--- src/rtl/stack_machine_muldiv_unit_top_macros.svh ---
// ----------------------------------------------------------------------------
// Assertion macros for the stack machine multiply/divide unit
// Concurrent checks are compiled in unless SYNTH is defined.
// ----------------------------------------------------------------------------
`ifndef STACK_MACHINE_MULDIV_UNIT_TOP_MACROS_SVH
`define STACK_MACHINE_MULDIV_UNIT_TOP_MACROS_SVH

`ifndef SYNTH

// Check that prop holds at every clock edge outside reset.
`define SMMD_ASSERT(lbl, clk, rstn, prop) \
  lbl: assert property (@(posedge clk) disable iff (!(rstn)) (prop)) \
    else $error("smmd assertion failed");

// Check that a condition never occurs outside reset.
`define SMMD_ASSERT_NEVER(lbl, clk, rstn, cond) \
  lbl: assert property (@(posedge clk) disable iff (!(rstn)) !(cond)) \
    else $error("smmd forbidden condition seen");

`else

`define SMMD_ASSERT(lbl, clk, rstn, prop)
`define SMMD_ASSERT_NEVER(lbl, clk, rstn, cond)

`endif

`endif

--- src/rtl/smmd_pkg.sv ---
// ----------------------------------------------------------------------------
// smmd_pkg
// Shared types, constants and helpers of the multiply/divide unit.
// ----------------------------------------------------------------------------
`timescale 1ns / 1ps

package smmd_pkg;

  localparam int unsigned SMMD_WORD_W    = 32;
  localparam int unsigned SMMD_DWORD_W   = 2 * SMMD_WORD_W;
  // One restoring-division cell per quotient bit of the 64-bit dividend.
  localparam int unsigned SMMD_NUM_CELLS = SMMD_DWORD_W;
  // Accept edge to the edge that takes the result.
  localparam int unsigned SMMD_LATENCY   = SMMD_NUM_CELLS + 3;

  localparam logic SMMD_STATUS_OK       = 1'b0;
  localparam logic SMMD_STATUS_DIV_ZERO = 1'b1;

  typedef enum logic [1:0] {
    CMD_MULU  = 2'd0,
    CMD_MULS  = 2'd1,
    CMD_DIVU  = 2'd2,
    CMD_SCALE = 2'd3
  } smmd_cmd_e;

  typedef struct packed {
    smmd_cmd_e               cmd;
    logic [SMMD_WORD_W-1:0]  operand_a;
    logic [SMMD_WORD_W-1:0]  operand_b;
    logic [SMMD_WORD_W-1:0]  operand_c;
  } smmd_req_t;

  typedef struct packed {
    logic [SMMD_WORD_W-1:0]  first_word;
    logic [SMMD_WORD_W-1:0]  second_word;
    logic [SMMD_WORD_W-1:0]  third_word;
    logic                    status;
  } smmd_rsp_t;

  // Data handed from one division cell to the next.
  typedef struct packed {
    logic                    vld;
    logic                    en;    // divide active: shift/subtract in each cell
    smmd_cmd_e               cmd;
    logic                    pneg;  // product / dividend negative
    logic                    qneg;  // quotient negative
    logic                    dz;    // divisor is zero
    logic [SMMD_WORD_W-1:0]  dvs;   // divisor magnitude
    logic [SMMD_WORD_W-1:0]  rem;   // partial remainder
    logic [SMMD_DWORD_W-1:0] dq;    // dividend bits out, quotient bits in
  } smmd_stage_t;

  function automatic logic [SMMD_WORD_W-1:0] smmd_mag(input logic [SMMD_WORD_W-1:0] v);
    return v[SMMD_WORD_W-1] ? (SMMD_WORD_W'(0) - v) : v;
  endfunction

endpackage

--- src/rtl/smmd_out_stage.sv ---
// ----------------------------------------------------------------------------
// smmd_out_stage
// Sign fix-up, word selection and the result register.
// ----------------------------------------------------------------------------
`timescale 1ns / 1ps

module smmd_out_stage (
  input  logic                  clk_i,
  input  logic                  rst_ni,
  input  smmd_pkg::smmd_stage_t stage_i,
  output logic                  valid_o,
  output smmd_pkg::smmd_rsp_t   rsp_o
);
  import smmd_pkg::*;

  logic [SMMD_DWORD_W-1:0] prod_fix;
  logic [SMMD_WORD_W-1:0]  q_lo;
  logic                    vld_q;
  smmd_rsp_t               rsp_d, rsp_q;

  always_comb begin
    prod_fix = stage_i.pneg ? (SMMD_DWORD_W'(0) - stage_i.dq) : stage_i.dq;
    q_lo     = stage_i.dq[SMMD_WORD_W-1:0];
    rsp_d    = '0;
    case (stage_i.cmd)
      CMD_MULU: begin
        rsp_d.first_word  = stage_i.dq[SMMD_WORD_W-1:0];
        rsp_d.second_word = stage_i.dq[SMMD_DWORD_W-1:SMMD_WORD_W];
      end
      CMD_MULS: begin
        rsp_d.first_word  = prod_fix[SMMD_WORD_W-1:0];
        rsp_d.second_word = prod_fix[SMMD_DWORD_W-1:SMMD_WORD_W];
      end
      CMD_DIVU: begin
        rsp_d.first_word  = stage_i.rem;
        rsp_d.second_word = q_lo;
        rsp_d.third_word  = stage_i.dq[SMMD_DWORD_W-1:SMMD_WORD_W];
      end
      CMD_SCALE: begin
        // Remainder follows the product sign, quotient truncates toward zero.
        rsp_d.first_word  = stage_i.pneg ? (SMMD_WORD_W'(0) - stage_i.rem) : stage_i.rem;
        rsp_d.second_word = stage_i.qneg ? (SMMD_WORD_W'(0) - q_lo) : q_lo;
      end
      default: begin
        rsp_d = '0;
      end
    endcase
    rsp_d.status = SMMD_STATUS_OK;
    // Zero divisor: drop the words, flag the error.
    if (stage_i.dz) begin
      rsp_d        = '0;
      rsp_d.status = SMMD_STATUS_DIV_ZERO;
    end
  end

  always_ff @(posedge clk_i or negedge rst_ni) begin
    if (!rst_ni) begin
      vld_q <= 1'b0;
    end else begin
      vld_q <= stage_i.vld;
    end
  end

  always_ff @(posedge clk_i) begin
    rsp_q <= rsp_d;
  end

  assign valid_o = vld_q;
  assign rsp_o   = rsp_q;

endmodule

--- config.mk ---
export PLATFORM = sky130hd
export DESIGN_NAME = smmd_out_stage
export DESIGN_NICKNAME = d
export VERILOG_FILES = /design/src/rtl/stack_machine_muldiv_unit_top_macros.svh /design/src/rtl/smmd_pkg.sv /design/src/rtl/smmd_out_stage.sv
export SDC_FILE = /design/constraint.sdc
export NUM_CORES = 1
export LEC_CHECK = 0
export BUFFER_PORTS_ARGS = -buffer_cell sky130_fd_sc_hd__buf_2
export CORE_UTILIZATION = 30
export DETAILED_ROUTE_END_ITERATION = 10
export GPL_TIMING_DRIVEN = 1
export RECOVER_POWER = 100
export SLEW_MARGIN = 5
export SYNTH_ARGS = -nofsm -noshare
export SYNTH_HDL_FRONTEND = slang
export SYNTH_SLANG_ARGS = --single-unit
--- constraint.sdc ---
create_clock -name clk_i -period 0.8 [get_ports clk_i]
set_input_delay 0.12 -clock clk_i [delete_from_list [all_inputs] [get_ports clk_i]]
set_output_delay 0.12 -clock clk_i [all_outputs]
set_load 0.05 [all_outputs]
## After elaboration in Yosys (flattened, before gate mapping)

Index checks and enable logic that the tools add are counted.

- Output and inout port bits: 98
- Register bits: 98
- Logic and storage cells: 19
- Input bits: 137

- Equality and inequality tests: 3
- Reduce and logical (&&, ||, !) cells: 2
- Bitwise operators: 1
- Add/sub/neg operators: 3
- Mux-type cells: 5

Operators by type and width:

| kind | number |
|---|---|
| 64-bit one-hot mux with 4 select lines | 1 |
| 32-bit 2-to-1 mux | 2 |
| 64-bit 2-to-1 mux | 1 |
| 1-bit by 32-bit subtractor with 32-bit output (first input constant) | 2 |
| 1-bit by 64-bit subtractor with 64-bit output (first input constant) | 1 |
| 2-bit == test (second input constant) | 2 |
| 2-bit by 1-bit == test with 1-bit output (second input constant) | 1 |
| 2-bit logical NOT | 1 |
| 2-bit OR reduction | 1 |
| 1-bit 2-to-1 mux | 1 |
| 1-bit inverter | 1 |

## Logic depth before layout (Yosys ltp)

- Depth after elaboration: 3
- Gate-level depth with buffers: 11

## Least setup slack after synthesis

No wires, ideal clock.

- Path kind: input to register
- Start point: input port stage_i[1] in the netlist's numbering
- End point: register rsp_q, in the netlist rsp_o[61]
- Data required time: 0.666 ns
- Buffers on the path: 3
- Path slack: -1.544 ns
- Cell stages on the path: 11
- Data arrival time: 2.210 ns
- Path through: inv_1 -> ha_1 -> or3b_2 -> clkbuf_1 -> nor4_1 -> and3_1 -> clkbuf_1 -> buf_2 -> a31oi_1 -> xnor2_1 -> o22ai_1

- Word-level cells in the longest chain between the ends: 3

Ends and longest elaborated chain:

| what | line | RTL |
|---|---|---|
| start, declared | smmd_out_stage.sv:10 | `input smmd_pkg::smmd_stage_t stage_i,` |
| 1-bit by 64-bit subtractor with 64-bit output / 1-bit by 32-bit subtractor with 32-bit output (equally long branches) | smmd_out_stage.sv:22, smmd_out_stage.sv:42 |  |
| 64-bit 2-to-1 mux / 32-bit 2-to-1 mux (equally long branches) | smmd_out_stage.sv:22, smmd_out_stage.sv:42 |  |
| 64-bit one-hot mux with 4 select lines * | smmd_out_stage.sv:25 | `case (stage_i.cmd)` |
| end signal, assigned | smmd_out_stage.sv:65 | `rsp_q <= rsp_d;` |
| end, declared | smmd_out_stage.sv:19 | `smmd_rsp_t rsp_d, rsp_q;` |

Every way passes the cells marked *; elsewhere a longest branch is shown, timed or not.
A chain may end at the register's enable or synchronous reset.

## Worst setup path after layout

- Start point: input port stage_i[2] in the netlist's numbering
- End point: register rsp_q, in the netlist rsp_o[54]

Same word-level chain as after synthesis.

==> flow_summary.toml <==
[setup_path]
worstPathArrival_ns = 2.30
cp.required_ns = 1.09
critPathLaunch = "stage_i[2]"
worst_setup_path_start_kind = "primary input"
critPathCaptureType = "flop"
crit_fanout = 6
worstSetupPathType = "in -> reg"

[synthesis]
synth_top_area_share_pct = 30.9
yosysTopAreaCell = "dfxtp_1"
synth_area_leaders = "dfxtp_1 (31%), xnor2_1 (8.8%), nor2_1 (5.7%)"
ys_seq_elements = 98
synthesis.area_mm2 = 0.00629
synth_edf_count = 0
postSynthCellCount = 790
yosysMostFrequentCell = "dfxtp_1"
yosysWarnings = 0
synth_area_per_cell_um2 = 7.96
ys_seq_area_share_pct = 31.3
synthArstFlopShare_pct = 1.02
yosysUniqueCellTypes = 74
synthTopCellsByCount = "dfxtp_1 (97), nor2_1 (95), xnor2_1 (63), a21oi_1 (58), clkbuf_1 (42)"
synthFlopType = "dfxtp_1"
syn_nets = 929

[detailed_routing]
dr.pass1.iters = 5
vias_per_cell = 5.26
drc = 0
wirelength_mm = 28.7
ant_nets = 0
num_vias = 7947
wl_met3_mm = 2.03
top_layer_used = "met4"
m1WireLength_mm = 11.7
drt-wirelength-per-cell_um = 19.0
wl_met2_mm = 14.2
drt_iter0_markers = 573

[floorplanning]
die_w_um = 147
fp.dieArea_mm2 = 0.0215
fp-row-count = 52
fp.dieH_um = 147
io_pins = 235
core_area_mm2 = 0.0204
initial_core_util_pct = 30.9

[placement]
placed_area_mm2 = 0.00971
port_buffers = 201
dp.cells = 1451
dp_hpwl_mm = 21.2
place_congestion = 0.941

[layout]
syn2layout_area_growth_pct = 95.9
fin_cells = 1510
finalNetCount = 1370
drive_above_1_share_pct = 63.3
design_area_mm2 = 0.0123

[sta]
min_period_over_period_pct = 250
finalHoldViolations = 0
setup_viol = 190
max_slew_margin_pct = 63.4
drv_slew = 0
tns_ns = -78.04
fmax_mhz = 499
min_period_ns = 2.00
grt_setup_unrepaired = "yes"
setup_slack_ns = -1.20
worstMarginPinSlew_ns = 0.545

[clocking]
ctsRootBufferMaster = "clkbuf_16"
numClockSinks = 98
cts_htree_levels = 3
clock_path_buffers = 2
cts_made_buffers = 9
clkTransAtPathRegs_ns = 0.08
tritoncts = "built"

[worst_hold_path]
holdCritPathClass = "in -> reg"
min_from = "stage_i[63]"

[outcome]
outcome = "finished, violations left"
failed_checks = "setup timing"

[power_and_ir_drop]
vdd_drop_max_uv = 808
fin_total_pwr_mw = 16.1
p_leak_nw = 5.32
p_per_area_mw_per_mm2 = 1310

[global_route]
grt_max_degree = 34
grt_usage_pct = 26.0
antenna_found_initial = 4
overflow = 0
grt_pass1_wl_mm = 43.2
grt_pass1_vias = 7820

[run]
cap_violations = 0
[cell type report]
cell class                 count  area (µm²)
multi-input combinational    611        5090
antenna                        4        10.0
clock buffer                  10         239
timing repair buffer         493        4410
tap                          270         338
fill                        1705        8040
inverter                      18         103
clock inverter                 6        46.3
sequential                    98        2090
[final timing paths]
path,end,slack [ns],cells after the start
worst max-delay path,rsp_o[54]$_SDFF_PP0_,-1.20,8
worst min-delay path,rsp_o[32]$_SDFF_PP0_,0.03,2
max in group asynchronous,valid_o$_DFF_PN0_,0.66,2
min in group asynchronous,valid_o$_DFF_PN0_,0.05,2
[repair_timing]
item | 4_1_cts | 5_1_grt
hold buffers | 2 | 0
buffers inserted | 24 | 21
gates resized for setup | 467 | 94
endpoints found under the setup margin | 162 | 187
hold endpoints to repair | 2 | 0
pin swaps | 92 | 75
gates cloned | 2 | 0
[logic make-up after synthesis]
kind of cell / share of synthesized area [%]
AND/OR/NAND/NOR: 24.1
AO/OA/AOI/OAI: 22.3
flip-flops: 31.3
XOR/XNOR: 12.7
buffers and inverters: 6.61
multiplexers: 2.65
adder cells (fa/ha/maj): 0.398
[per-layer routing]
metal	vias to the layer above	track usage (%)
met5	-	0
met4	0	9.27
met3	51	3.79
met2	359	44.1
met1	3781	33.4
li1	3756	-
[stage by stage]
step | worst slack [ns] | hold slack [ns] | util (%)
2_1_floorplan | -1.49 | -0.176 | -
3_3_place_gp | -1.62 | -0.106 | 47.7
3_5_place_dp | -1.63 | -0.104 | 47.7
4_1_cts | -1.16 | 0.0315 | 57.9
5_1_grt | -1.27 | 0.0515 | 60.5
6_report | -1.20 | 0.0345 | 60.5
[registers in the layout, summed over array words and instances, names as in the netlist]
| register | flops |
|---|---|
| rsp_o | 97 |
| valid_o | 1 |
[critical path: stages]
cell and delay [ns]:
buf_6 0.09, or4_4 0.55, or4_4 0.58, buf_4 0.18
o41ai_4 0.30, xor2_1 0.11, a221o_1 0.31, o21ai_0 0.06
[power by group]
part	switching [mW]	internal [mW]	leakage (nW)
clock	2.20	2.23	0.141
sequential	0.218	5.29	0.845
combinational	3.42	2.74	4.34
[cell usage in the layout, fill, tap and decap left out, types with 6 or more instances in the layout]
master     instances
inv_1             12
or3_1              8
a21oi_2           20
o21ai_0           18
mux2i_1           10
xor2_1            26
nand3_1           10
dfxtp_2           95
o21ai_2            7
nor3_1            29
a211oi_2          13
and2_1            24
o211a_1            6
xnor2_2           14
o22ai_1           16
nor4_1            10
a31oi_1           13
nor3_2             7
buf_8             60
buf_12            15
nor4_4            10
nor2_4             7
a21o_1             7
or4_4              6
buf_6             75
clkbuf_16          9
xnor2_1           49
nand2_1           29
a31oi_4            9
o21ai_1           11
nor2_1            84
buf_4            243
a21oi_1           35
buf_2             95
No activity file was read; power rests on OpenSTA's default activity.
