## config.mk

```make
export PLATFORM = sky130hd
export DESIGN_NAME = smmd_mul_stage
export DESIGN_NICKNAME = d
export VERILOG_FILES = /design/src/rtl/stack_machine_muldiv_unit_top_macros.svh /design/src/rtl/smmd_pkg.sv /design/src/rtl/smmd_mul_stage.sv
export SDC_FILE = /design/constraint.sdc
export NUM_CORES = 2
export LEC_CHECK = 0
export ABC_AREA = 1
export ABC_CLOCK_PERIOD_IN_PS = 10370
export BUFFER_PORTS_ARGS = -buffer_cell sky130_fd_sc_hd__buf_2
export CAP_MARGIN = 10
export CORE_UTILIZATION = 50
export DETAILED_ROUTE_END_ITERATION = 10
export PLACE_DENSITY = 0.67
export SLEW_MARGIN = 20
export SYNTH_ARGS = -nofsm -noshare
export SYNTH_HDL_FRONTEND = slang
export SYNTH_SLANG_ARGS = --single-unit
```

## constraint.sdc

```tcl
create_clock -name clk_i -period 10.37 [get_ports clk_i]
set_clock_uncertainty 0.05 [all_clocks]
set_input_delay 1.5555 -clock clk_i [delete_from_list [all_inputs] [get_ports clk_i]]
set_output_delay 1.5555 -clock clk_i [all_outputs]
set_load 0.05 [all_outputs]
```

## src/rtl/stack_machine_muldiv_unit_top_macros.svh

```systemverilog
// ----------------------------------------------------------------------------
// Assertion macros for the stack machine multiply/divide unit
// Concurrent checks are compiled in unless SYNTH is defined.
// ----------------------------------------------------------------------------
`ifndef STACK_MACHINE_MULDIV_UNIT_TOP_MACROS_SVH
`define STACK_MACHINE_MULDIV_UNIT_TOP_MACROS_SVH

`ifndef SYNTH

// Check that prop holds at every clock edge outside reset.
`define SMMD_ASSERT(lbl, clk, rstn, prop) \
  lbl: assert property (@(posedge clk) disable iff (!(rstn)) (prop)) \
    else $error("smmd assertion failed");

// Check that a condition never occurs outside reset.
`define SMMD_ASSERT_NEVER(lbl, clk, rstn, cond) \
  lbl: assert property (@(posedge clk) disable iff (!(rstn)) !(cond)) \
    else $error("smmd forbidden condition seen");

`else

`define SMMD_ASSERT(lbl, clk, rstn, prop)
`define SMMD_ASSERT_NEVER(lbl, clk, rstn, cond)

`endif

`endif

```

## src/rtl/smmd_pkg.sv

```systemverilog
// ----------------------------------------------------------------------------
// smmd_pkg
// Shared types, constants and helpers of the multiply/divide unit.
// ----------------------------------------------------------------------------
`timescale 1ns / 1ps

package smmd_pkg;

  localparam int unsigned SMMD_WORD_W    = 32;
  localparam int unsigned SMMD_DWORD_W   = 2 * SMMD_WORD_W;
  // One restoring-division cell per quotient bit of the 64-bit dividend.
  localparam int unsigned SMMD_NUM_CELLS = SMMD_DWORD_W;
  // Accept edge to the edge that takes the result.
  localparam int unsigned SMMD_LATENCY   = SMMD_NUM_CELLS + 3;

  localparam logic SMMD_STATUS_OK       = 1'b0;
  localparam logic SMMD_STATUS_DIV_ZERO = 1'b1;

  typedef enum logic [1:0] {
    CMD_MULU  = 2'd0,
    CMD_MULS  = 2'd1,
    CMD_DIVU  = 2'd2,
    CMD_SCALE = 2'd3
  } smmd_cmd_e;

  typedef struct packed {
    smmd_cmd_e               cmd;
    logic [SMMD_WORD_W-1:0]  operand_a;
    logic [SMMD_WORD_W-1:0]  operand_b;
    logic [SMMD_WORD_W-1:0]  operand_c;
  } smmd_req_t;

  typedef struct packed {
    logic [SMMD_WORD_W-1:0]  first_word;
    logic [SMMD_WORD_W-1:0]  second_word;
    logic [SMMD_WORD_W-1:0]  third_word;
    logic                    status;
  } smmd_rsp_t;

  // Data handed from one division cell to the next.
  typedef struct packed {
    logic                    vld;
    logic                    en;    // divide active: shift/subtract in each cell
    smmd_cmd_e               cmd;
    logic                    pneg;  // product / dividend negative
    logic                    qneg;  // quotient negative
    logic                    dz;    // divisor is zero
    logic [SMMD_WORD_W-1:0]  dvs;   // divisor magnitude
    logic [SMMD_WORD_W-1:0]  rem;   // partial remainder
    logic [SMMD_DWORD_W-1:0] dq;    // dividend bits out, quotient bits in
  } smmd_stage_t;

  function automatic logic [SMMD_WORD_W-1:0] smmd_mag(input logic [SMMD_WORD_W-1:0] v);
    return v[SMMD_WORD_W-1] ? (SMMD_WORD_W'(0) - v) : v;
  endfunction

endpackage

```

## src/rtl/smmd_mul_stage.sv

```systemverilog
// ----------------------------------------------------------------------------
// smmd_mul_stage
// Operand conditioning and the 32x32 multiplier that feeds the cell chain.
// ----------------------------------------------------------------------------
`timescale 1ns / 1ps

module smmd_mul_stage (
  input  logic                clk_i,
  input  logic                rst_ni,
  input  logic                accept_i,
  input  smmd_pkg::smmd_req_t req_i,
  output smmd_pkg::smmd_stage_t stage_o
);
  import smmd_pkg::*;

  logic                   s1_vld_q;
  smmd_cmd_e              s1_cmd_q,  s1_cmd_d;
  logic [SMMD_WORD_W-1:0] s1_op1_q,  s1_op1_d;
  logic [SMMD_WORD_W-1:0] s1_op2_q,  s1_op2_d;
  logic [SMMD_WORD_W-1:0] s1_dvs_q,  s1_dvs_d;
  logic                   s1_pneg_q, s1_pneg_d;
  logic                   s1_qneg_q, s1_qneg_d;
  logic                   s1_dz_q,   s1_dz_d;

  logic                   is_signed;
  logic                   is_div;
  logic [SMMD_DWORD_W-1:0] product;
  smmd_stage_t            stage_d, stage_q;

  // Stage 1: take magnitudes and signs.
  always_comb begin
    is_signed = req_i.cmd inside {CMD_MULS, CMD_SCALE};
    is_div    = req_i.cmd inside {CMD_DIVU, CMD_SCALE};
    s1_cmd_d  = req_i.cmd;
    s1_op1_d  = is_signed ? smmd_mag(req_i.operand_a) : req_i.operand_a;
    s1_op2_d  = is_signed ? smmd_mag(req_i.operand_b) : req_i.operand_b;
    s1_pneg_d = is_signed &
                (req_i.operand_a[SMMD_WORD_W-1] ^ req_i.operand_b[SMMD_WORD_W-1]);
    s1_dvs_d  = (req_i.cmd == CMD_SCALE) ? smmd_mag(req_i.operand_c) : req_i.operand_c;
    s1_qneg_d = (req_i.cmd == CMD_SCALE) & (s1_pneg_d ^ req_i.operand_c[SMMD_WORD_W-1]);
    s1_dz_d   = is_div & (req_i.operand_c == '0);
  end

  always_ff @(posedge clk_i or negedge rst_ni) begin
    if (!rst_ni) begin
      s1_vld_q <= 1'b0;
    end else begin
      s1_vld_q <= accept_i;
    end
  end

  always_ff @(posedge clk_i) begin
    s1_cmd_q  <= s1_cmd_d;
    s1_op1_q  <= s1_op1_d;
    s1_op2_q  <= s1_op2_d;
    s1_dvs_q  <= s1_dvs_d;
    s1_pneg_q <= s1_pneg_d;
    s1_qneg_q <= s1_qneg_d;
    s1_dz_q   <= s1_dz_d;
  end

  // Stage 2: multiply; an unsigned divide takes its dividend straight.
  always_comb begin
    product       = SMMD_DWORD_W'(s1_op1_q) * SMMD_DWORD_W'(s1_op2_q);
    stage_d.vld   = s1_vld_q;
    stage_d.en    = s1_cmd_q inside {CMD_DIVU, CMD_SCALE};
    stage_d.cmd   = s1_cmd_q;
    stage_d.pneg  = s1_pneg_q;
    stage_d.qneg  = s1_qneg_q;
    stage_d.dz    = s1_dz_q;
    stage_d.dvs   = s1_dvs_q;
    stage_d.rem   = '0;
    stage_d.dq    = (s1_cmd_q == CMD_DIVU) ? {s1_op2_q, s1_op1_q} : product;
  end

  always_ff @(posedge clk_i or negedge rst_ni) begin
    if (!rst_ni) begin
      stage_q <= '0;
    end else begin
      stage_q <= stage_d;
    end
  end

  assign stage_o = stage_q;

endmodule

```

Word-level counts from Yosys, hierarchy flattened
Cells that the tools add are included.
{ "classes": {"add_sub_neg": 3, "mul": 1, "div": 0, "n_lt_le_gt_ge": 0, "n_eq_ne": 5, "shifts": 0, "n_mux": 7, "n_bitwise": 5, "n_reduce_logical": 4} }
{ "op_table": {"columns": ["op", "n"], "rows": [
  ["32-bit two-way mux", 6],
  ["1-bit by 32-bit subtractor with 32-bit output (first input constant)", 3],
  ["32-bit by 32-bit multiplier with 64-bit output", 1],
  ["64-bit two-way mux", 1],
  ["32-bit logical NOT", 1],
  ["2-bit equality test (second input constant)", 4],
  ["2-bit nonzero test", 3],
  ["1-bit bitwise AND", 3],
  ["2-bit by 1-bit equality test with 1-bit output (second input constant)", 1],
  ["1-bit bitwise XOR", 2]
]} }
{ "word_totals": {"ff_bits": 205, "latchBits": 0, "ram_bits": 0, "rom_bits": 0, "in_bits": 101, "elab_cells": 41, "n_memories": 0} }

Longest topological paths before layout
{ "depth": {"depth_word": 5, "ltp_mapped": 32, "ltp_nobuf": 30} }

Worst setup path after synthesis
No wires, ideal clock.
{ "synth_timing": {"path_kind": "reg2reg", "from": "reg s1_op1_q[31]", "to": "reg stage_q (netlist bit stage_o[62])", "setup_time_ps": 118, "arrival_ps": 6205, "setup_slack_ps": 3997, "stages_incl_launch_ff": 29, "n_path_buf": 2, "cell_sequence": "dfxtp_1 > clkbuf_1 > clkbuf_1 > nand2_1 > fa_1 > inv_1 > fa_1 > fa_1 > inv_1 > fa_1 > inv_1 > fa_1 > fa_1 > fa_1 > inv_1 > fa_1 > inv_1 > ha_1 > nand2_1 > nor2_2 > inv_2 > nor3_2 > nand2_1 > nor3_1 > nand2_1 > nand2_1 > nand2_1 > nand3_1 > nand2_1"} }
{ "synth_lines": {"columns": ["item", "line", "rtl"], "rows": [
  ["from (decl)", "smmd_mul_stage.sv:18", "logic [SMMD_WORD_W-1:0] s1_op1_q, s1_op1_d;"],
  ["from (signal assigned)", "smmd_mul_stage.sv:54", "s1_op1_q <= s1_op1_d;"],
  ["to (signal assigned)", "smmd_mul_stage.sv:80", "stage_q <= stage_d;"],
  ["to (decl)", "smmd_mul_stage.sv:28", "smmd_stage_t stage_d, stage_q;"]
]} }

==> out/results.ini <==
[drt]
drc = 0
drt-pass1-iter-count = 6
drt_wl_total_um = 126000
routed_via_density = 4.98
drt_first_iter_violations = 2419
routedWlPerCell_um = 17.8
final_antenna_net_count = 0
detailroute.via_count = 35300

[sta]
worst_pin_slew_ns = 1.04
final_hold_viol_count = 0
max_slew_margin_pct = 30.8
finalCriticalPeriod_ns = 7.54
finalMaxSlewViolations = 0
post-route-period-util_pct = 72.7
fmax_ghz = 0.133
unrepaired_setup_endpoints_after_global_routing = no
setup-violations-final = 0
setup_tns_ns = 0

[worst_setup_path]
required_ns = 10.77
critical_path.startpoint_type = register
timing_worst_setup_path_type = reg2reg
slowest_stage = sky130_fd_sc_hd__dfxtp_1
timing.critical_path.cells = buf_4 > nand2_1 > fa_1 > fa_1 > fa_1 > fa_1 > inv_1 > fa_1 > fa_1 > fa_1 > inv_1 > fa_1 > inv_1 > ha_1 > nand2_1 > nand2_1 > a21oi_1 > nand2_1 > nand2_1 > nand2_1 > a21oi_1 > nand3_1 > nand3_1 > nand2_1
startpoint = s1_op1_q[27]
cp-end-kind = register
slowest_delay_ns = 0.71
crit_top_cell = sky130_fd_sc_hd__fa_1
worst_path_dominant_cell_family = adder cells
timing.rr.start = s1_op1_q[27]
cp_data_arrival_time_ns = 7.94
path_buf_inv = 4
worst-path-max-fanout = 25

[global_route]
gr-total-overflow = 0
globalRouteTotalUtil_pct = 29.5
first_global_vias = 37200
grt_pass1_wl_um = 206000
grt_max_degree = 91
antenna_violations_before_repair = 4

[clocking]
numCtsBuffers = 24
post_cts_resize_count = 0
clock_path_buffers = 3
clkSinkCount = 205
holdBufCountCts = 0
clockRootBuffer = sky130_fd_sc_hd__clkbuf_16
clock_pin_slew_reported_for_the_worst_setup_and_hold_paths_after_clock_tree_synthesis_ns = 0.06
clock_insertion_delay_worst_skew_ns = 0.57
tritoncts_clock_tree = built
h-tree-depth = 1
post-cts-setup-buffers = 0

[floorplan]
initial_utilization_pct = 50.7
dieArea_mm2 = 0.0897
die-width_um = 300
fp-row-count = 108
top_level_ports = 236
core_region_area_mm2 = 0.0873
die_height_um = 300

[logic_synthesis]
postSynthAreaPerCell_um2 = 7.52
ys_seq_elements = 205
netlist.area_leader.share_pct = 40.5
synth_area_mm2 = 0.0443
synth-seq-area-share_pct = 10.4
netlist_top_cells_count = sky130_fd_sc_hd__inv_1, sky130_fd_sc_hd__nand2_1, sky130_fd_sc_hd__fa_1
synth.most_common_cell = sky130_fd_sc_hd__inv_1
synth-edff-count = 0
synth.lib_cells_used.distinct = 44
netlist_instances = 5888
yosys_warnings = 0
synthArstFlopShare_pct = 50.7
synth.largest_area_cell = sky130_fd_sc_hd__fa_1
yosys-top-cells-area = sky130_fd_sc_hd__fa_1, sky130_fd_sc_hd__inv_1, sky130_fd_sc_hd__nand2_1, sky130_fd_sc_hd__ha_1, sky130_fd_sc_hd__dfrtp_1
synth_top_flop_cell = sky130_fd_sc_hd__dfrtp_1

[place]
port-buffer-count = 203
placed_wire_length_estimate_um = 103000
globalplace.congestion = 1.04
dpl_cell_area_mm2 = 0.0461

[cells_and_area]
layout.area.seq_mm2 = 0.00463
layout.nets = 7173
area_delta_synth_final_pct = 5.98
multi_input_area_mm2 = 0.0316
drive_gt1_share_pct = 6.38
fillerInstances = 8520
n_antenna_cell = 0
finish.instance_area_mm2 = 0.0469

[worst_hold_path]
hold_path.startpoint = s1_dvs_q[15]
hold_path.class = reg2reg

[run]
drv_cap = 0

[run_status]
status = completed

==> metal layers <==
layer | up-vias | track usage (%) | routed length [µm]
li1 | 16200 | - | -
met1 | 17600 | 40.8 | 52800
met2 | 1302 | 49.1 | 59500
met3 | 221 | 3.95 | 10200
met4 | 0 | 7.24 | 3710
met5 | - | 0 | 0
==> registers in the layout, summed over array words and instances, names as in the netlist <==
name	count
stage_o	103
s1_dvs_q	32
s1_op1_q	32
s1_op2_q	32
s1_cmd_q	2
s1_dz_q	1
s1_pneg_q	1
s1_qneg_q	1
s1_vld_q	1
==> cell families after synthesis <==
kind of cell             share of synthesized area (%)
flip-flops                                        10.4
AND/OR/NAND/NOR                                   19.1
XOR/XNOR                                          2.30
buffers and inverters                             18.4
other                                          0.00847
adder cells (fa/ha/maj)                           48.0
AO/OA/AOI/OAI                                     1.71
==> cell type report <==
| cell class | count | share of cell area, % |
|---|---|---|
| multi-input combinational | 3575 | 67.4 |
| sequential | 205 | 9.86 |
| inverter | 1831 | 14.6 |
| clock buffer | 29 | 1.34 |
| tap | 1155 | 3.08 |
| clock inverter | 15 | 0.400 |
| timing repair buffer | 273 | 3.29 |
==> layout by cell type (no fill, tap or decap), types with 71 or more instances in the layout <==
| master | count |
|---|---|
| sky130_fd_sc_hd__inv_1 | 1814 |
| sky130_fd_sc_hd__nand3_1 | 103 |
| sky130_fd_sc_hd__dfxtp_1 | 100 |
| sky130_fd_sc_hd__buf_2 | 202 |
| sky130_fd_sc_hd__buf_4 | 71 |
| sky130_fd_sc_hd__dfrtp_1 | 104 |
| sky130_fd_sc_hd__nor2_1 | 181 |
| sky130_fd_sc_hd__nand2_1 | 1740 |
| sky130_fd_sc_hd__fa_1 | 896 |
| sky130_fd_sc_hd__ha_1 | 266 |
==> through the flow <==
| stage | utilization (%) | hold WS (ns) | setup WS, ns | cells |
|---|---|---|---|---|
| after floorplan | - | 0.266 | 4.00 | 5919 |
| after global routing | 53.7 | 0.281 | 2.51 | 7083 |
| after detailed placement | 52.8 | 0.270 | 2.91 | 7039 |
| after global placement | 52.8 | 0.267 | 2.92 | 7039 |
| after CTS | 53.7 | 0.279 | 2.90 | 7083 |
| final | 53.7 | 0.278 | 2.83 | 7083 |
==> final timing paths <==
kind	endpoint	slack, ns	cells after the start
min reg2reg	stage_o[111]	0.28	0
min	stage_o[111]	0.28	0
max in group asynchronous	stage_o[52]	7.94	2
max reg2reg	stage_o[60]	2.83	24
max	stage_o[60]	2.83	24
min in group asynchronous	stage_o[62]	1.00	1
Power is not shown: default switching activity piles up to over one toggle a cycle in this logic, so the estimate is an artifact.
