File: src/rtl/stack_machine_muldiv_unit_top_macros.svh
// ----------------------------------------------------------------------------
// Assertion macros for the stack machine multiply/divide unit
// Concurrent checks are compiled in unless SYNTH is defined.
// ----------------------------------------------------------------------------
`ifndef STACK_MACHINE_MULDIV_UNIT_TOP_MACROS_SVH
`define STACK_MACHINE_MULDIV_UNIT_TOP_MACROS_SVH

`ifndef SYNTH

// Check that prop holds at every clock edge outside reset.
`define SMMD_ASSERT(lbl, clk, rstn, prop) \
  lbl: assert property (@(posedge clk) disable iff (!(rstn)) (prop)) \
    else $error("smmd assertion failed");

// Check that a condition never occurs outside reset.
`define SMMD_ASSERT_NEVER(lbl, clk, rstn, cond) \
  lbl: assert property (@(posedge clk) disable iff (!(rstn)) !(cond)) \
    else $error("smmd forbidden condition seen");

`else

`define SMMD_ASSERT(lbl, clk, rstn, prop)
`define SMMD_ASSERT_NEVER(lbl, clk, rstn, cond)

`endif

`endif

File: src/rtl/smmd_pkg.sv
// ----------------------------------------------------------------------------
// smmd_pkg
// Shared types, constants and helpers of the multiply/divide unit.
// ----------------------------------------------------------------------------
`timescale 1ns / 1ps

package smmd_pkg;

  localparam int unsigned SMMD_WORD_W    = 32;
  localparam int unsigned SMMD_DWORD_W   = 2 * SMMD_WORD_W;
  // One restoring-division cell per quotient bit of the 64-bit dividend.
  localparam int unsigned SMMD_NUM_CELLS = SMMD_DWORD_W;
  // Accept edge to the edge that takes the result.
  localparam int unsigned SMMD_LATENCY   = SMMD_NUM_CELLS + 3;

  localparam logic SMMD_STATUS_OK       = 1'b0;
  localparam logic SMMD_STATUS_DIV_ZERO = 1'b1;

  typedef enum logic [1:0] {
    CMD_MULU  = 2'd0,
    CMD_MULS  = 2'd1,
    CMD_DIVU  = 2'd2,
    CMD_SCALE = 2'd3
  } smmd_cmd_e;

  typedef struct packed {
    smmd_cmd_e               cmd;
    logic [SMMD_WORD_W-1:0]  operand_a;
    logic [SMMD_WORD_W-1:0]  operand_b;
    logic [SMMD_WORD_W-1:0]  operand_c;
  } smmd_req_t;

  typedef struct packed {
    logic [SMMD_WORD_W-1:0]  first_word;
    logic [SMMD_WORD_W-1:0]  second_word;
    logic [SMMD_WORD_W-1:0]  third_word;
    logic                    status;
  } smmd_rsp_t;

  // Data handed from one division cell to the next.
  typedef struct packed {
    logic                    vld;
    logic                    en;    // divide active: shift/subtract in each cell
    smmd_cmd_e               cmd;
    logic                    pneg;  // product / dividend negative
    logic                    qneg;  // quotient negative
    logic                    dz;    // divisor is zero
    logic [SMMD_WORD_W-1:0]  dvs;   // divisor magnitude
    logic [SMMD_WORD_W-1:0]  rem;   // partial remainder
    logic [SMMD_DWORD_W-1:0] dq;    // dividend bits out, quotient bits in
  } smmd_stage_t;

  function automatic logic [SMMD_WORD_W-1:0] smmd_mag(input logic [SMMD_WORD_W-1:0] v);
    return v[SMMD_WORD_W-1] ? (SMMD_WORD_W'(0) - v) : v;
  endfunction

endpackage

File: src/rtl/smmd_div_cell.sv
// ----------------------------------------------------------------------------
// smmd_div_cell
// One restoring-division step: develop one quotient bit, pass on.
// ----------------------------------------------------------------------------
`timescale 1ns / 1ps

module smmd_div_cell (
  input  logic                  clk_i,
  input  logic                  rst_ni,
  input  smmd_pkg::smmd_stage_t stage_i,
  output smmd_pkg::smmd_stage_t stage_o
);
  import smmd_pkg::*;

  logic [SMMD_WORD_W:0] shifted;
  logic [SMMD_WORD_W:0] diff;
  logic                 qbit;
  smmd_stage_t          stage_d, stage_q;

  always_comb begin
    shifted = {stage_i.rem, stage_i.dq[SMMD_DWORD_W-1]};
    diff    = shifted - {1'b0, stage_i.dvs};
    qbit    = ~diff[SMMD_WORD_W];
    stage_d = stage_i;
    // Multiplies ride through untouched.
    if (stage_i.en) begin
      stage_d.rem = qbit ? diff[SMMD_WORD_W-1:0] : shifted[SMMD_WORD_W-1:0];
      stage_d.dq  = {stage_i.dq[SMMD_DWORD_W-2:0], qbit};
    end
  end

  always_ff @(posedge clk_i or negedge rst_ni) begin
    if (!rst_ni) begin
      stage_q <= '0;
    end else begin
      stage_q <= stage_d;
    end
  end

  assign stage_o = stage_q;

endmodule

File: config.mk
export PLATFORM = sky130hd
export DESIGN_NAME = smmd_div_cell
export DESIGN_NICKNAME = d
export VERILOG_FILES = /design/src/rtl/stack_machine_muldiv_unit_top_macros.svh /design/src/rtl/smmd_pkg.sv /design/src/rtl/smmd_div_cell.sv
export SDC_FILE = /design/constraint.sdc
export NUM_CORES = 1
export LEC_CHECK = 0
export ABC_AREA = 1
export BUFFER_PORTS_ARGS = -buffer_cell sky130_fd_sc_hd__buf_2
export CAP_MARGIN = 10
export CORE_MARGIN = 5
export CORE_UTILIZATION = 45
export DETAILED_ROUTE_END_ITERATION = 10
export HOLD_SLACK_MARGIN = 0.12
export PLACE_DENSITY = 0.73
export SYNTH_ARGS = -nofsm -noshare
export SYNTH_HDL_FRONTEND = slang
export SYNTH_SLANG_ARGS = --single-unit
export TNS_END_PERCENT = 20
File: constraint.sdc
create_clock -name clk_i -period 0.8 [get_ports clk_i]
set_input_delay 0.04 -clock clk_i [delete_from_list [all_inputs] [get_ports clk_i]]
set_output_delay 0.04 -clock clk_i [all_outputs]
set_load 0.03 [all_outputs]
# After elaboration in Yosys (flattened, before gate mapping)
# Cells that the tools add are included.
word_totals:
  register_bits: 135
  input_bits: 137
  out_inout_bits: 135
classes:
  add_sub_neg: 1
  n_mux: 2
  bitwise_logic: 1
op_table:
  columns: ["cell", "count"]
  rows:
  - ["96-bit two-way mux", 1]
  - ["33-bit by 32-bit subtractor with 33-bit output", 1]
  - ["32-bit two-way mux", 1]
  - ["1-bit NOT", 1]

# Logic depth before layout (Yosys ltp)
# Gate-level depths: netlist of the first run.
logic_depth:
  word_depth: 3
  depth_mapped: 19
  depth_no_buf: 18

# Worst setup path after synthesis of the first run
# OpenSTA, ideal clock, no wires.
synth_timing:
  path_type: "input to register"
  start: "input port stage_i[63] (netlist bit)"
  end: "register stage_q, in the netlist stage_o[78]"
  setup_ps: 118
  arrival_time_ps: 1753
  slack_ps: -1071
  stages: 18
  path_buffers: 1
  path_cell_list: "inv_1 ha_1 fa_1 inv_1 nand2_1 nand2_1 nand3_1 nand2_2 nand2_1 nand2_2 nand2_4 nand2_4 nand2_4 nand2_4 buf_6 nand2_1 nand3_1 nand2_1"
synth_rtl:
  columns: ["element", "line_no", "source"]
  rows:
  - ["from (decl)", "smmd_div_cell.sv:10", "input smmd_pkg::smmd_stage_t stage_i,"]
  - ["to (signal assigned)", "smmd_div_cell.sv:36", "stage_q <= stage_d;"]
  - ["to (decl)", "smmd_div_cell.sv:18", "smmd_stage_t stage_d, stage_q;"]

==> results.md, run 1 <==
- Global-route wire length before repair: 54.4 mm
- Initial DRC Count: 769
- Crit path DAT: 2.01 ns
- Netlist cell types: 29
- P&R area growth vs syn: 84.8%
- CP Launch Type: input port
- Vias per cell: 5.15
- Most frequent cells in the layout: 391 x nand2_1, 212 x inv_1, 161 x buf_4, 139 x buf_6, 137 x dlygate4sd3_1
- Crit path kind: input port to register
- Register area share after synthesis: 44.1%
- Slack of the critical path: -0.896 ns
- Die span in x: 141 µm
- Post-DR wirelength/cell: about 19 µm
- Synth warn: 0
- Avg Inst Size Synth: 7.07 µm²
- Initial Utilization: 46.1%
- Clock slew at reported path FFs: 0.07 ns
- Vias in the first global route: 10400
- Hold Path Sink: stage_o[96]
- Buf/Inv on CP: 5
- Minimum clock period: 1.70 ns
- # setup viols final: 168
- Area of the die: between 0.015 and 0.02 mm²
- Crit path max fanout: 6
- Post-placement cell count: 1716
- # clock sinks: 135
- Violated checks: design-rule violations, negative hold slack, negative setup slack
- Most common cell after layout, fill and taps aside: nand2_1
- Max_cap viols: 0
- RePlAce Congestion: approximately 0.96
- Worst path slowest cell: fa_2
- Required @ worst endpoint: roughly 1.1 ns
- Mapped Area: 0.00767 mm²
- Largest area contributor in the synthesized netlist: dfrtp_1
- CP Capture Type: register
- Post-synth top area share: 44.1%
- IO Count: 272
- Fillcell total: just over 800
- Cell count after synthesis: ~1100
- Non-filler cells, final: ~1900
- Main area contributors after synthesis: dfrtp_1 44%, nand2_1 22%, inv_1 11%, ha_1 5.2%, o21ai_0 4.1%
- HPWL after DPL: 20.6 mm
- Largest net degree at the start of global routing: 42
- First-pass iteration count of the detailed router: 9
- Power density cells: 1740 mW/mm²
- RSZ-0062 raised after global routing: true
- Number of vias in the routed layout: 9811
- Total GRT Usage: a little over a third
- WHS: -0.269 ns
- GRT overflow: 0
- Drt drc: 1
- Slew HR: approximately 74%
- Top cell family by delay on the critical path: simple AND/OR/NAND/NOR gates
- Ratio of final minimum period to clock period: 212%
- Hold path depth: 1
- Max H-tree Level: 4
- Register bit total from synthesis: around 140
- Mapped Nets: 1254
- Clk buf depth: 2
- Largest stage delay, worst path: 0.37 ns
- Hold_sp: stage_i[96]
- Antenna violations before repair: 2
- Routed Wire Length: 35.8 mm
- Hold Vio Cnt, Final: 1
- CTS tree: built
- Worst vdd ir: 0.00179 V
- Lkg Pwr: 7.90 nW
- Die height: about 140 µm
- Core ar.: 0.0166 mm²
- Post-layout util: 85.2%
- TritonCTS Buffers: 17
- Slew Viols, Final: 0
- DRT antenna net count: 0
- FP Rows: 47
- Outcome: finished with violations
- Root Buffer: clkbuf_16
- Max FFs per register: 135
- Port Buffer Count: 271
- Cells along the critical path: buf_12 > inv_12 > ha_4 > fa_2 > inv_2 > nand2_2 > nand2_2 > nand3_2 > nand2_2 > nand2_2 > nand2_4 > nand2_4 > nand2_4 > nand2_4 > nand2_8 > buf_12 > buf_16 > nand2_1 > nand3_1 > nand2_1
- Worst slew pin tran: 0.389 ns
- Hold crit path type: input port to register
- Layout cells sized above 1: approximately 36%
- Final nets: roughly 1800
- Max Clock Freq: 590 MHz
[kinds of logic (layout without fill, tap and decap cells)]
logic type | after synthesis | after routing | synth area share, %
AO/OA/AOI/OAI | 84 | 84 | 5.76
XOR/XNOR | 15 | 15 | 1.71
adder cells (fa/ha/maj) | 33 | 33 | 5.48
buffers and inverters | 245 | 844 | 12.5
flip-flops | 135 | 135 | 44.1
other | 0 | 2 | 0
AND/OR/NAND/NOR | 572 | 572 | 30.4
[per-stage QoR]
step                      power, mW  cell area, µm²  TNS (ns)  worst slack, ns  hold slack, ns
final                          24.6           14200    -53.53           -0.896          -0.269
after detailed placement       14.2           10600    -40.73            -1.27         -0.0697
after CTS                      23.8           14000    -49.18           -0.707          -0.283
after global placement         14.1           10600    -38.62            -1.19         -0.0775
after global routing           25.6           14200    -59.06           -0.981          -0.278
after floorplan                11.3            7720    -35.78           -0.938          -0.256
[timing repair]
item / in CTS / in global routing
cloned: 3 / 2
hold buffers: 139 / 1
resized for setup: 341 / 46
setup buffers: 9 / 2
endpoints found under the hold margin: 269 / 20
pin swaps: 21 / 20
endpoints found under the setup margin: 168 / 180
[where the power goes]
group / leakage [nW] / total [mW] / internal [mW] / switching (mW)
combinational: 6.03 / 9.02 / 4.10 / 4.92
clock: 0.268 / 7.89 / 4.19 / 3.70
sequential: 1.60 / 7.71 / 7.39 / 0.324
total: 7.90 / 24.6 / 15.7 / 8.94
[synth_stat cells]
master and n:
a21o_1 3, a21oi_1 16, a21oi_4 1, and2_1 1, buf_2 1, buf_6 4, buf_8 1, clkbuf_1 20
dfrtp_1 135, fa_1 1, ha_1 32, inv_1 218, inv_2 1, nand2_1 440, nand2_2 7, nand2_4 5
nand3_1 56, nand3_2 1, nand3b_1 4, nand4_1 7, nor2_1 44, nor2_2 4, nor2_4 1, nor3_1 1
o21ai_0 63, o21bai_1 1, or2_1 1, xnor2_1 13, xor2_1 2
[area by class of cell]
class	instances	area (µm²)	share of cell area, %
Antenna cell	2	5.00	0.0353
Clock buffer	18	439	3.10
Clock inverter	14	130	0.918
Inverter	219	835	5.89
Multi-Input combinational cell	704	3840	27.1
Sequential cell	135	3380	23.8
Tap cell	220	275	1.94
Timing Repair Buffer	593	5270	37.2
[metal layers]
metal  up-vias  track usage [%]  share of wire [%]  routed length [µm]
met2       624             61.8                 50               18000
met4         0             19.9                6.3                2260
met3       193             8.35                8.6                3060
met1      4577             37.9                 35               12400
li1       4417                -                  -                   -
met5         -                0                  0                   0
[worst max-delay path by stage]
| stage | endpoint | slack [ns] | start | cells after the start |
|---|---|---|---|---|
| 2_1_floorplan | stage_o[78] | -0.94 | stage_i[63] | 18 |
| 3_3_place_gp | stage_o[83] | -1.19 | stage_i[63] | 19 |
| 3_5_place_dp | stage_o[66] | -1.27 | stage_i[63] | 19 |
| 4_1_cts | stage_o[87] | -0.71 | stage_i[63] | 20 |
| 5_1_grt | stage_o[87] | -0.98 | stage_i[63] | 20 |
| 6_report | stage_o[87] | -0.90 | stage_i[63] | 20 |
Power figures use the tool's default switching activity.
==> run 2: changes to the inputs <==
Settings changed: PLACE_DENSITY 0.73 to 0.76, REMOVE_ABC_BUFFERS set to 1.
Clock period 0.8 ns to 1.51 ns, I/O delays scaled along.
==> results.md, run 2 (synthesis results as in run 1) <==
- RSZ-0062 raised after global routing: true
- CP Capture Type: register
- Post-DR wirelength/cell: 16.8 µm (-11%)
- Slack of the critical path: -0.105 ns (+0.790 ns)
- Core ar.: 0.0166 mm² (unchanged)
- Worst slew pin tran: 0.444 ns (+0.0554 ns)
- Area of the die: 0.0198 mm² (unchanged)
- Violated checks: negative setup slack
- # setup viols final: 32 (-81%)
- P&R area growth vs syn: 71.3%
- DRT antenna net count: 0 (unchanged)
- Minimum clock period: 1.62 ns
- Worst vdd ir: 0.000819 V (-54%)
- Slew HR: 70.4% (-3.4 points)
- Ratio of final minimum period to clock period: 107%
- Max H-tree Level: 4 (unchanged)
- Crit path DAT: 1.92 ns (-0.09 ns)
- CP Launch Type: input port
- Initial DRC Count: 593 (-23%)
- Most common cell after layout, fill and taps aside: nand2_1
- Root Buffer: clkbuf_16
- First-pass iteration count of the detailed router: 5 (-4)
- # clock sinks: 135 (unchanged)
- Max FFs per register: 135 (unchanged)
- Largest net degree at the start of global routing: 55 (+31%)
- Clock slew at reported path FFs: 0.07 ns (about the same)
- Drt drc: 0 (-1)
- Lkg Pwr: 7.48 nW (-5.3%)
- IO Count: 272 (unchanged)
- Die height: 141 µm (unchanged)
- Initial Utilization: 46.1% (unchanged)
- Vias per cell: 4.98 (-3.3%)
- Most frequent cells in the layout: 409 x nand2_1, 268 x buf_2, 215 x inv_1, 158 x dlygate4sd3_1, 146 x buf_4
- CTS tree: built
- Power density cells: 953 mW/mm² (-45%)
- Routed Wire Length: 31.8 mm (-11%)
- Max Clock Freq: 619 MHz
- Die span in x: 141 µm (unchanged)
- FP Rows: 47 (unchanged)
- Number of vias in the routed layout: 9434 (-3.8%)
- Final nets: 1831 (-0.49%)
- Max_cap viols: 0 (unchanged)
- Total GRT Usage: 30.8% (-4.1 points)
- Non-filler cells, final: 1895 (-0.52%)
- Post-placement cell count: 1695 (-1.2%)
- Port Buffer Count: 271 (unchanged)
- TritonCTS Buffers: 17 (unchanged)
- Hold Vio Cnt, Final: 0 (-1)
- Required @ worst endpoint: 1.81 ns (+0.69 ns)
- Vias in the first global route: 9704 (-6.5%)
- Crit path kind: input port to register
- Pre-CTS setup slack: -0.682 ns (+0.584 ns)
- HPWL after DPL: 19.3 mm (-6.3%)
- Finished Cell Area: 0.0131 mm² (-7.3%)
- Global-route wire length before repair: 48.6 mm (-11%)
- GRT overflow: 0 (unchanged)
- Slew Viols, Final: 0 (unchanged)
- Antenna violations before repair: 1 (-1)
- RePlAce Congestion: 0.941 (-1.8%)
- Layout cells sized above 1: 33.6% (-2.3 points)
- Outcome: finished with violations
- Post-place instance area: 0.0103 mm² (-2.6%)
- Hold crit path type: input port to register
- Clk buf depth: 2 (unchanged)
- Crit path max fanout: 16 (+10)
## run 2: cell count changes in the layout (fill, tap and decap cells not counted), sizes merged
cell,delta
clkinvlp,-3
bufinv,+1
dlymetal6s4s,-3
clkbuf,-3
clkinv,+3
dlygate4sd3,+21
diode,-1
buf,-25
## run 2: final timing paths
kind / from / end / cells past startpoint
max: stage_i[108] / stage_o[73] / 17
min: stage_i[133] / stage_o[0] / 3
max in group asynchronous: rst_ni / stage_o[9] / 3
min in group asynchronous: rst_ni / stage_o[87] / 2
## run 2: through the flow
stage          TNS [ns]  hold WS [ns]  utilization [%]  total power, mW
6_report          -1.42         0.129             78.9             12.5
5_1_grt           -4.79         0.156             78.9             13.1
4_1_cts           -1.15         0.137             77.8             12.3
3_5_place_dp     -20.82        0.0273             62.2             7.41
3_3_place_gp     -19.30        0.0221             62.2             7.36
2_1_floorplan    -19.12        -0.220                -             5.88
## run 2: critical path, cell delays in order
cell     delay, ns
buf_2         0.12
inv_1         0.08
ha_4          0.29
nand2_2       0.09
nor2_4        0.17
inv_2         0.05
nor2_2        0.15
nand2_2       0.07
nand2_2       0.08
nand2_4       0.08
nand2_4       0.09
nand2_2       0.06
nand2_4       0.09
buf_12        0.15
nand2_1       0.09
nand3_2       0.08
nand2_1       0.08
## run 2: cell type report
class / count / area [µm²]
Clock buffer: 17 / 425
Antenna cell: 1 / 2.50
Fill cell: 1042 / 3510
Timing Repair Buffer: 584 / 4240
Sequential cell: 135 / 3380
Tap cell: 220 / 275
Clock inverter: 15 / 181
Multi-Input combinational cell: 704 / 3810
Inverter: 219 / 825
## run 2: repair_timing
action | CTS | global route
pin swaps | 27 | 23
hold buffers | 158 | 0
endpoints found under the hold margin | 269 | 0
setup buffers | 5 | 5
cloned | 2 | 0
setup endpoints to repair | 33 | 33
resized for setup | 54 | 45
## run 2: routing by layer
layer,up-vias,GRT usage [%],wire [µm]
li1,4391,-,-
met1,4434,34.8,11700
met2,486,55.4,16400
met3,123,6.31,2130
met4,0,14.4,1570
met5,-,0,0
## run 2: where the power goes
| group | internal (mW) | switching [mW] |
|---|---|---|
| Sequential | 3.91 | 0.0953 |
| Clock | 2.38 | 1.95 |
| Combinational | 1.73 | 2.46 |
| Total | 8.02 | 4.51 |
==> run 3: changes to the inputs <==
Settings changed: ABC_AREA 1 to unset, CORE_UTILIZATION 45 to 44, PLACE_DENSITY 0.76 to 0.77.
==> results.md, run 3 <==
- Max Clock Freq: 444 MHz (-28%)
- Area of the die: 0.0180 mm² (-9.0%)
- Total GRT Usage: 29.7% (-1.0 points)
- Hold crit path type: input port to asynchronous set/reset pin
- # clock sinks: 135 (unchanged)
- Worst vdd ir: 0.000825 V (+0.78%)
- Power density cells: 1050 mW/mm² (+9.7%)
- Required @ worst endpoint: 1.88 ns (+0.07 ns)
- Vias per cell: 5.30 (+6.4%)
- Worst slew pin tran: 0.451 ns (+0.00641 ns)
- Clk buf depth: 2 (unchanged)
- Global-route wire length before repair: 41.6 mm (-14%)
- First-pass iteration count of the detailed router: 5 (unchanged)
- Max FFs per register: 135 (unchanged)
- Routed Wire Length: 27.1 mm (-15%)
- Cells along the critical path: buf_6 > inv_4 > ha_4 > fa_2 > nand2b_4 > a21oi_4 > o21bai_4 > a21o_1 > a31o_4 > a21oi_4 > xor2_4 > buf_6 > buf_12 > mux2i_2 > mux2_4
- Cell count after synthesis: 607 (-44%)
- IO Count: 272 (unchanged)
- Max_cap viols: 0 (unchanged)
- Max H-tree Level: 4 (unchanged)
- Top cell family by delay on the critical path: compound AO/OA/AOI/OAI gates
- Total power: 12.3 mW (-1.6%)
- Most common cell after layout, fill and taps aside: buf_2
- GRT overflow: 0 (unchanged)
- Ys flop type: dfrtp_1
- Outcome: finished with violations
- RePlAce Congestion: 0.878 (-6.7%)
- WHS: 0.139 ns (+0.0105 ns)
- Post-synth EDFFs: 0 (unchanged)
- DRT antenna net count: 0 (unchanged)
- Post-synth top area share: 49.9% (+5.8 points)
- CTS tree: built
- Hold Vio Cnt, Final: 0 (unchanged)
- FP Rows: 45 (-4.3%)
- Crit path DAT: 2.62 ns (+0.70 ns)
- Ratio of final minimum period to clock period: 149% (+42 points)
- Post-DR wirelength/cell: 19.7 µm (+17%)
- Worst path slowest cell: fa_2
- Netlist cell types: 65 (+120%)
- Die span in x: 134 µm (-4.6%)
- Most frequent cells in the layout: 267 x buf_2, 160 x dlygate4sd3_1, 135 x dfrtp_1, 132 x buf_4, 62 x mux2_2
- Register area share after synthesis: 49.9% (+5.8 points)
- Dominant cell by count in the synthesized netlist: dfrtp_1
- Crit path kind: input port to register
- Register bit total from synthesis: 135 (unchanged)
- Async set or reset register ratio after synthesis: 100% (unchanged)
- Post-synth top cells: 135 x dfrtp_1, 63 x mux2_2, 58 x a21oi_1
- Number of vias in the routed layout: 7304 (-23%)
- Root Buffer: clkbuf_16
- Main area contributors after synthesis: dfrtp_1 50%, mux2_2 10%, ha_1 5.9%, a21oi_1 4.3%, mux2i_1 4.3%
- Final nets: 1346 (-26%)
- TritonCTS Buffers: 17 (unchanged)
- CP Capture Type: register
- Buf/Inv on CP: 4 (unchanged)
- Finished Cell Area: 0.0118 mm² (-10%)
- Lkg Pwr: 5.90 nW (-21%)
- # setup viols final: 33 (+3.1%)
- Die height: 134 µm (-4.6%)
- Crit path max fanout: 8 (-8)
- Minimum clock period: 2.25 ns (+0.636 ns)
- Initial DRC Count: 402 (-32%)
- Largest net degree at the start of global routing: 48 (-13%)
- Port Buffer Count: 271 (unchanged)
- Violated checks: negative setup slack
- Mapped Area: 0.00678 mm² (-12%)
- Vias in the first global route: 7770 (-20%)
- P&R area growth vs syn: 73.8%
- Largest area contributor in the synthesized netlist: dfrtp_1
- Slew HR: 70.0% (-0.43 points)
- Post-place instance area: 0.00933 mm² (-9.9%)
- Synth warn: 0 (unchanged)
- Slew Viols, Final: 0 (unchanged)
- CP Launch Type: input port
- Core ar.: 0.0151 mm² (-9.0%)
- Drt drc: 0 (unchanged)
- Largest stage delay, worst path: 0.35 ns (+0.06 ns)
- Clock slew at reported path FFs: 0.07 ns (about the same)
- Avg Inst Size Synth: 11.2 µm² (+58%)
- Slack of the critical path: -0.741 ns (-0.636 ns)
- Antenna violations before repair: 3 (+2)
- Layout cells sized above 1: 45.0% (+11 points)
- HPWL after DPL: 16.3 mm (-15%)
- Initial Utilization: 44.7% (-1.3 points)
- RSZ-0062 raised after global routing: true
run 3: changes by cell type after synthesis, moves of 7 or more:
cell     before  now
a21o_1        3   17
nand2_2       7    0
a21oi_1      16   58
nand2_1     440   33
mux2_2        0   63
o21ai_1       0    7
mux2i_1       0   29
o21ai_0      63   14
nand3_1      56    5
inv_1       218   37
xor2_1        2   11
run 3: per-stage QoR:
step | TNS (ns) | std cells | util [%] | setup slack [ns]
after CTS | -23.56 | 1375 | 77.4 | -0.768
after floorplan | -50.33 | 583 | - | -1.63
after global routing | -24.60 | 1379 | 77.8 | -0.819
after global placement | -40.15 | 1177 | 61.6 | -1.30
after detailed placement | -42.05 | 1177 | 61.6 | -1.34
final | -21.64 | 1379 | 77.8 | -0.741
run 3: timing repair:
item                                   4_1_cts  5_1_grt
resized for setup                           19       17
hold buffers                               160        0
pin swaps                                   26       13
endpoints found under the hold margin      269        0
setup buffers                                4        4
cloned                                       2        0
setup endpoints to repair                   33       33
run 3: worst max path at each step:
stage          depth (start not counted)        start  slack, ns           to
4_1_cts                               16  stage_i[63]      -0.77  stage_o[72]
6_report                              15  stage_i[63]      -0.74  stage_o[65]
5_1_grt                               15  stage_i[63]      -0.82  stage_o[65]
2_1_floorplan                         12  stage_i[63]      -1.63  stage_o[64]
3_5_place_dp                          14  stage_i[63]      -1.34  stage_o[81]
3_3_place_gp                          14  stage_i[63]      -1.30  stage_o[81]
run 3: layout make-up:
| type | count | area, µm² |
|---|---|---|
| Antenna cell | 2 | 5.00 |
| Inverter | 37 | 141 |
| Timing Repair Buffer | 574 | 4170 |
| Multi-Input combinational cell | 411 | 3230 |
| Clock buffer | 17 | 425 |
| Clock inverter | 15 | 193 |
| Fill cell | 903 | 3370 |
| Sequential cell | 135 | 3380 |
| Tap cell | 188 | 235 |
run 3: report_power, final:
| part | total [mW] | leakage, nW | internal, mW | switching (mW) |
|---|---|---|---|---|
| Sequential | 4.03 | 1.57 | 3.93 | 0.103 |
| Clock | 4.41 | 0.295 | 2.64 | 1.76 |
| Combinational | 3.88 | 4.03 | 1.76 | 2.12 |
| Total | 12.3 | 5.90 | 8.33 | 3.99 |
run 3: layer usage:
layer	GRT usage [%]	share of wire, %	vias to the layer above
met5	0	0.055	-
met4	18.3	7.0	2
met3	7.84	6.7	122
met2	51.7	50	362
met1	32.4	36	3545
li1	-	-	3273
run 3: kinds of logic after synthesis:
| logic type | Yosys count | synth area share [%] |
|---|---|---|
| flops | 135 | 49.9 |
| simple gates | 117 | 7.74 |
| xor+xnor | 29 | 4.03 |
| fa+ha+maj | 33 | 6.20 |
| compound gates | 139 | 13.1 |
| mux | 93 | 15.0 |
| buf+inv | 61 | 4.08 |
